==> config.mk <==
export PLATFORM = sky130hd
export DESIGN_NAME = tsd_sha256
export DESIGN_NICKNAME = d
export VERILOG_FILES = /design/src/sv/tsd_pkg.sv /design/src/sv/tsd_sha256.sv
export SDC_FILE = /design/constraint.sdc
export NUM_CORES = 2
export LEC_CHECK = 0
export BUFFER_PORTS_ARGS = -buffer_cell sky130_fd_sc_hd__buf_2
export CORE_MARGIN = 4
export CORE_UTILIZATION = 50
export CTS_CLUSTER_SIZE = 16
export DETAILED_ROUTE_END_ITERATION = 10
export GPL_ROUTABILITY_DRIVEN = 0
export PLACE_DENSITY_LB_ADDON = 0.1
export SLEW_MARGIN = 20
export SYNTH_ARGS = -nofsm -noshare
export SYNTH_HDL_FRONTEND = slang
export SYNTH_SLANG_ARGS = --single-unit
==> constraint.sdc <==
create_clock -name clk -period 50 [get_ports clk]
set_input_delay 7.5 -clock clk [delete_from_list [all_inputs] [get_ports clk]]
set_output_delay 7.5 -clock clk [all_outputs]
set_load 0.005 [all_outputs]
==> src/sv/tsd_pkg.sv <==
package tsd_pkg;

  localparam int NUM_SLOTS  = 8;
  localparam int MAX_NODES  = 128;
  localparam int TREE_DEPTH = 64;
  localparam int SLOT_W     = 3;
  localparam int NODE_W     = 7;
  localparam int CELL_W     = SLOT_W + NODE_W;
  localparam int CELLS      = NUM_SLOTS * MAX_NODES;

  localparam logic [1:0] KIND_HEADER = 2'd0;
  localparam logic [1:0] KIND_NODE   = 2'd1;
  localparam logic [1:0] KIND_DERIVE = 2'd2;

  localparam logic [1:0] ST_OK       = 2'd0;
  localparam logic [1:0] ST_NO_SUB   = 2'd1;
  localparam logic [1:0] ST_NO_NODE  = 2'd2;

  typedef struct packed {
    logic [6:0]  level;
    logic [63:0] index;
    logic [63:0] key_hi;
    logic [63:0] key_lo;
  } node_t;

  function automatic logic [31:0] sha_k(input logic [5:0] i);
    logic [31:0] k [64];
    k = '{
      32'h428a2f98,32'h71374491,32'hb5c0fbcf,32'he9b5dba5,32'h3956c25b,32'h59f111f1,
      32'h923f82a4,32'hab1c5ed5,32'hd807aa98,32'h12835b01,32'h243185be,32'h550c7dc3,
      32'h72be5d74,32'h80deb1fe,32'h9bdc06a7,32'hc19bf174,32'he49b69c1,32'hefbe4786,
      32'h0fc19dc6,32'h240ca1cc,32'h2de92c6f,32'h4a7484aa,32'h5cb0a9dc,32'h76f988da,
      32'h983e5152,32'ha831c66d,32'hb00327c8,32'hbf597fc7,32'hc6e00bf3,32'hd5a79147,
      32'h06ca6351,32'h14292967,32'h27b70a85,32'h2e1b2138,32'h4d2c6dfc,32'h53380d13,
      32'h650a7354,32'h766a0abb,32'h81c2c92e,32'h92722c85,32'ha2bfe8a1,32'ha81a664b,
      32'hc24b8b70,32'hc76c51a3,32'hd192e819,32'hd6990624,32'hf40e3585,32'h106aa070,
      32'h19a4c116,32'h1e376c08,32'h2748774c,32'h34b0bcb5,32'h391c0cb3,32'h4ed8aa4a,
      32'h5b9cca4f,32'h682e6ff3,32'h748f82ee,32'h78a5636f,32'h84c87814,32'h8cc70208,
      32'h90befffa,32'ha4506ceb,32'hbef9a3f7,32'hc67178f2};
    return k[i];
  endfunction

  localparam logic [255:0] SHA_INIT = {
    32'h6a09e667,32'hbb67ae85,32'h3c6ef372,32'ha54ff53a,
    32'h510e527f,32'h9b05688c,32'h1f83d9ab,32'h5be0cd19};

endpackage

==> src/sv/tsd_sha256.sv <==
module tsd_sha256
  import tsd_pkg::*;
(
  input  logic         clk,
  input  logic         rst,
  input  logic         start,
  input  logic [127:0] msg,
  output logic         done,
  output logic [255:0] digest
);

  logic [511:0] w;
  logic [31:0]  a, b, c, d, e, f, g, h;
  logic [5:0]   round;
  logic         busy;
  logic         fin;

  logic [31:0] w0, w1, w9, w14, s0, s1, w_new;
  logic [31:0] t1, t2, bs0, bs1, ch, maj;

  function automatic logic [31:0] rotr(input logic [31:0] x, input int n);
    return (x >> n) | (x << (32 - n));
  endfunction

  always_comb begin
    w0  = w[511:480];
    w1  = w[479:448];
    w9  = w[223:192];
    w14 = w[63:32];
    s0  = rotr(w1, 7) ^ rotr(w1, 18) ^ (w1 >> 3);
    s1  = rotr(w14, 17) ^ rotr(w14, 19) ^ (w14 >> 10);
    w_new = w0 + s0 + w9 + s1;
    bs1 = rotr(e, 6) ^ rotr(e, 11) ^ rotr(e, 25);
    ch  = (e & f) ^ (~e & g);
    t1  = h + bs1 + ch + sha_k(round) + w0;
    bs0 = rotr(a, 2) ^ rotr(a, 13) ^ rotr(a, 22);
    maj = (a & b) ^ (a & c) ^ (b & c);
    t2  = bs0 + maj;
  end

  always_ff @(posedge clk) begin
    if (rst) begin
      busy <= 1'b0;
      fin  <= 1'b0;
      done <= 1'b0;
    end else begin
      done <= 1'b0;
      fin  <= 1'b0;
      if (start && !busy) begin
        busy <= 1'b1;
        round <= '0;
        w <= {msg, 32'h80000000, 320'd0, 32'd128};
        {a, b, c, d, e, f, g, h} <= SHA_INIT;
      end else if (busy) begin
        w <= {w[479:0], w_new};
        h <= g; g <= f; f <= e; e <= d + t1;
        d <= c; c <= b; b <= a; a <= t1 + t2;
        round <= round + 6'd1;
        if (round == 6'd63) begin
          busy <= 1'b0;
          fin  <= 1'b1;
        end
      end
      if (fin) begin
        digest <= {a + SHA_INIT[255:224], b + SHA_INIT[223:192],
                   c + SHA_INIT[191:160], d + SHA_INIT[159:128],
                   e + SHA_INIT[127:96],  f + SHA_INIT[95:64],
                   g + SHA_INIT[63:32],   h + SHA_INIT[31:0]};
        done <= 1'b1;
      end
    end
  end

endmodule
=== Word-level counts from Yosys, hierarchy flattened ===
Memory sizes are Yosys's and may differ from the RTL's.
Cells that the tools add are included.
Widths: inputs -> output; s select.

* Input bits: 131
* Register bits after elaboration: 1,033
* Logic and storage cells: 91
* Output and inout port bits: 257
* Memories kept: 1
* Memory bits (read-only): 2,048

{| class="wikitable"
|+ Memories
! name !! words !! width !! read ports !! clocked after memory_dff !! write ports !! line !! RTL
|-
| (name not given) || 64 || 32 || 1 || 0 || 0 || tsd_pkg.sv:40 || <nowiki>return k[i];</nowiki>
|}

* Reduce and logical (&&, ||, !) cells: 6
* Equality and inequality tests: 1
* Magnitude comparators: 1
* Multiplexer cells: 18
* Bitwise operators: 30
* $add $sub $neg: 19

{| class="wikitable"
|+ Operator list
! kind !! number
|-
| $mux 512 || 2
|-
| $add 32x32->32 || 10
|-
| $mux 32 || 10
|-
| $xor 32x32->32 || 9
|-
| $and 32x32->32 || 5
|-
| $add 32x31->32 const B || 3
|-
| $add 32x32->32 const B || 3
|-
| $add 32x29->32 const B || 1
|-
| $add 32x30->32 const B || 1
|-
| $not 32->32 || 1
|-
| $or 10x32->32 || 1
|-
| $or 13x32->32 || 1
|-
| $or 14x32->32 || 1
|-
| $or 15x32->32 || 1
|-
| $or 19x32->32 || 1
|-
| $or 21x32->32 || 1
|-
| $or 25x32->32 || 1
|-
| $or 26x32->32 || 1
|-
| $or 30x32->32 || 1
|-
| $or 7x32->32 || 1
|-
| $xor 32x22->32 || 1
|-
| $xor 32x29->32 || 1
|-
| $ge 7x7->1 const B || 1
|-
| $not 6->7 || 1
|-
| other kinds (10) || 16
|}

=== Logic depth before layout (Yosys ltp) ===
* Word-level depth: 9
* Mapped depth: 35
* Depth with buffers taken out: 34

=== Worst setup path before layout ===
No wires, ideal clock.

* Kind: input -> register
* From: input port start
* To: register a[0] (enable)
* Data required time: 48.057 ns
* Data arrival time: 39.744 ns
* Slack: 8.312 ns
* Setup time: 1.943 ns
* Cell stages on the path: 2
* Path buffers: 0
* Cells stage by stage: nor2_1 -> nor2_1

* Word-level cells in the longest chain between the ends: 3

{| class="wikitable"
|+ Ends and longest elaborated chain
! item !! line !! RTL
|-
| from (decl) || tsd_sha256.sv:6 || <nowiki>input logic start,</nowiki>
|-
| $logic_and 1x1->1 || tsd_sha256.sv:49 || <nowiki>if (start && !busy) begin</nowiki>
|-
| $reduce_bool 2->1 (no source line) || -- ||
|-
| $reduce_and 2->1 (no source line) || -- ||
|-
| to (signal assigned) || tsd_sha256.sv:53 || <nowiki>{a, b, c, d, e, f, g, h} <= SHA_INIT;</nowiki>
|-
| to (signal assigned) || tsd_sha256.sv:57 || <nowiki>d <= c; c <= b; b <= a; a <= t1 + t2;</nowiki>
|-
| to (decl) || tsd_sha256.sv:13 || <nowiki>logic [31:0] a, b, c, d, e, f, g, h;</nowiki>
|}

No other way between the ends.
A chain may end at the register's enable or synchronous reset.

=== Final worst setup path ===
* From: input port start
* To: register w[297], data pin

* Word-level cells in the longest chain between the ends: 1

{| class="wikitable"
|+ Ends and longest elaborated chain
! item !! line !! RTL
|-
| $logic_and 1x1->1 || tsd_sha256.sv:49 ||
|-
| to (signal assigned) || tsd_sha256.sv:52 || <nowiki>w <= {msg, 32'h80000000, 320'd0, 32'd128};</nowiki>
|-
| to (signal assigned) || tsd_sha256.sv:55 || <nowiki>w <= {w[479:0], w_new};</nowiki>
|-
| to (decl) || tsd_sha256.sv:12 || <nowiki>logic [511:0] w;</nowiki>
|}

No other way between the ends.

==> metrics.txt <==
crit end category register; final wirelength 154 mm; first-pass GRT wire length 229 mm; crit-path most repeated cell buf_4; slew at the pin closest to its max-slew limit about 1100 ps; critical path, cell by cell buf_2 -> nand2b_4 -> buf_12 -> buf_4 -> buf_4 -> buf_4 -> and2_1; clock root buffer clkbuf_16; Peak Freq 96.6 MHz; Die Area 120000 um^2; Final Max Slew Viols 0; critical path's slowest cell buf_4; final hold slack 469 ps; routed len/inst 22.5 um; EDFF count, synth between 1000 and 1500; Die Y-Extent 346 um; Hold Path Class register to register; post-route ant nets 0; average size of a mapped cell 11.6 um^2; Period Utilization, post-route 0.207; Syn Inst Count 4925; Yosys warnings 0; die width between 300 and 400 um; CTS tree done; total CTS buffers 110; DRT Pass-1 Iters 9; Yosys reg bits 1033; distinct cell type count of the synthesized netlist 83; I/O Buffers 387; insertion delay to the later sink of the worst-skew pair 720 ps; status completed; Arrival @ worst endpoint 10910 ps; # IOs 388; ys async rst share 0; H-Tree Depth 3; Synth Flop Type edfxtp_1; Residual DRC 0; Hold Vio Cnt, Final 0; clk_skew 62.8 ps; initial DRC count between 4000 and 5000; GRT Residual Overflow 0; post_cts resized 0; Final nets 5718; clock sinks between 1000 and 1500; share of cells above drive strength 1 0.119; ant diodes 0; largest net degree at the start of global routing 196; hold-fix buffers at CTS 0; CP max stage delay just over 800 ps; Post-Syn Area 57100 um^2; crit path launch type input pin; CORE AREA 113000 um^2; setup violators final 0; Global Route Usage Sum 0.252; Period minus WS final between 10000 and 15000 ps; routed vias roughly 37000; Mapped Nets 5404; DP Wirelength about 110 mm; post-CTS setup repair buffer count 0; area delta synth->final 12.0%; Vias/cell 5.47; Max-cap violations 0; initial antenna violation count 3; worst rel slew slack 0.281; CP required 50560 ps; crit-path max FO 109; RSZ-0062 raised after global routing no; Max Buffers Root-to-Sink 3; Starting Density 0.506; Clock Pin Slew Worst Setup and Hold Paths 60 ps; vias in the first global route around 36000; Crit Path Class input pin to register; Sum Neg Setup Slack 0 ps; FP Rows approximately 120; sequential area share after synthesis 0.543
==> metrics by stage <==
step | setup WS, ps | util | area [um^2] | std cells
after CTS | 39430 | 0.566 | 63900 | 6826
after detailed placement | 38680 | 0.535 | 60400 | 6626
after global routing | 39260 | 0.566 | 64000 | 6827
after floorplan | 8310 | - | 57100 | 4925
final | 39640 | 0.566 | 64000 | 6827
after global placement | 38680 | 0.535 | 60400 | 6626
==> routing by layer <==
layer / vias up / routed length (um) / part of all wire / GRT usage
li1: 17400 / - / - / -
met1: 18100 / 69300 / 0.45 / 0.379
met2: 1543 / 65300 / 0.42 / 0.367
met3: 259 / 14400 / 0.094 / 0.0581
met4: 2 / 4880 / 0.032 / 0.0754
met5: - / 8 / 0.000052 / 0
==> worst max-delay path: cells and delay by family <==
family                 cells  cell delay (ps)
buffers and inverters      5             2620
and+or+nand+nor            2              650
==> final timing paths <==
path,cells after the start,startpoint,endpoint,slack (ps)
worst max-delay path,7,start,w[297],39640
worst min-delay path,0,d[0],digest[128],470
worst max register to register,32,round[1],a[28],40880
worst min register to register,0,d[0],digest[128],470
==> layout by cell type (no fill, tap or decap), types with 22 or more instances in the layout <==
cell type,Yosys,layout
nor2b_1,27,25
xor2_1,211,211
inv_1,337,337
and3_1,25,25
a211oi_1,31,31
a31oi_1,31,31
clkinv_1,1,28
o21ai_0,125,125
maj3_1,30,30
nand3_1,49,49
mux2_2,22,22
and2_1,413,413
nor2_1,286,285
clkbuf_16,0,111
nand2_1,619,619
a21o_1,71,71
buf_4,0,36
nor3_1,73,73
edfxtp_1,1030,1030
fa_1,188,188
ha_1,160,160
nand2b_1,134,133
a21oi_1,169,169
xnor2_1,367,367
o21a_1,35,35
buf_2,7,387
==> synthesized netlist by cell type, types with 6 or more instances <==
cell / count / area [um^2]
nor4_1: 7 / 43.8
inv_1: 337 / 1260
nor3_1: 73 / 365
a21o_1: 71 / 533
or3_1: 20 / 125
buf_1: 14 / 52.6
clkbuf_1: 204 / 766
nor2b_1: 27 / 169
o21a_1: 35 / 263
edfxtp_1: 1030 / 30900
xnor2_1: 367 / 3210
o22ai_1: 6 / 37.5
o211ai_1: 14 / 105
o41ai_1: 7 / 61.3
xor2_1: 211 / 1850
mux2_2: 22 / 248
nor2_1: 286 / 1070
nand3_1: 49 / 245
o21ai_1: 20 / 100
a211o_1: 6 / 52.6
buf_2: 7 / 35.0
ha_1: 160 / 2000
a31oi_1: 31 / 194
and3_1: 25 / 156
a221oi_1: 8 / 70.1
and2_1: 413 / 2580
a21oi_1: 169 / 846
o31a_1: 6 / 52.6
nand4_1: 14 / 87.6
o21bai_1: 20 / 150
a311oi_1: 14 / 123
nand2_1: 619 / 2320
maj3_1: 30 / 300
a211oi_1: 31 / 233
nand2b_1: 134 / 838
o31ai_1: 13 / 97.6
fa_1: 188 / 3760
o21ai_0: 125 / 626
mux2i_1: 14 / 140
o311ai_0: 7 / 61.3
==> sequential cells by signal, summed over array words and instances, names as in the netlist <==
register	count
b	32
a	32
g	32
done	1
w	512
digest	256
c	32
busy	1
fin	1
h	32
d	32
e	32
f	32
round	6
==> final cells by class <==
cell class | instances | area (um^2)
inverters | 338 | 1270
clock inverters | 72 | 664
fillers | 9530 | 49000
well taps | 1500 | 1880
multi-input cells | 3329 | 24000
repair buffers | 427 | 2290
clock buffers | 128 | 2840
flip-flops and latches | 1033 | 31000
==> logic make-up after synthesis <==
group | share of synthesized area
compound gates | 0.0740
xor+xnor | 0.0886
fa+ha+maj | 0.106
buf+inv | 0.0372
flops | 0.543
mux | 0.00679
simple gates | 0.145
Power is left out: the tool's default activity adds up to more than one toggle a clock period on the data nets, which glitch-free logic cannot reach.
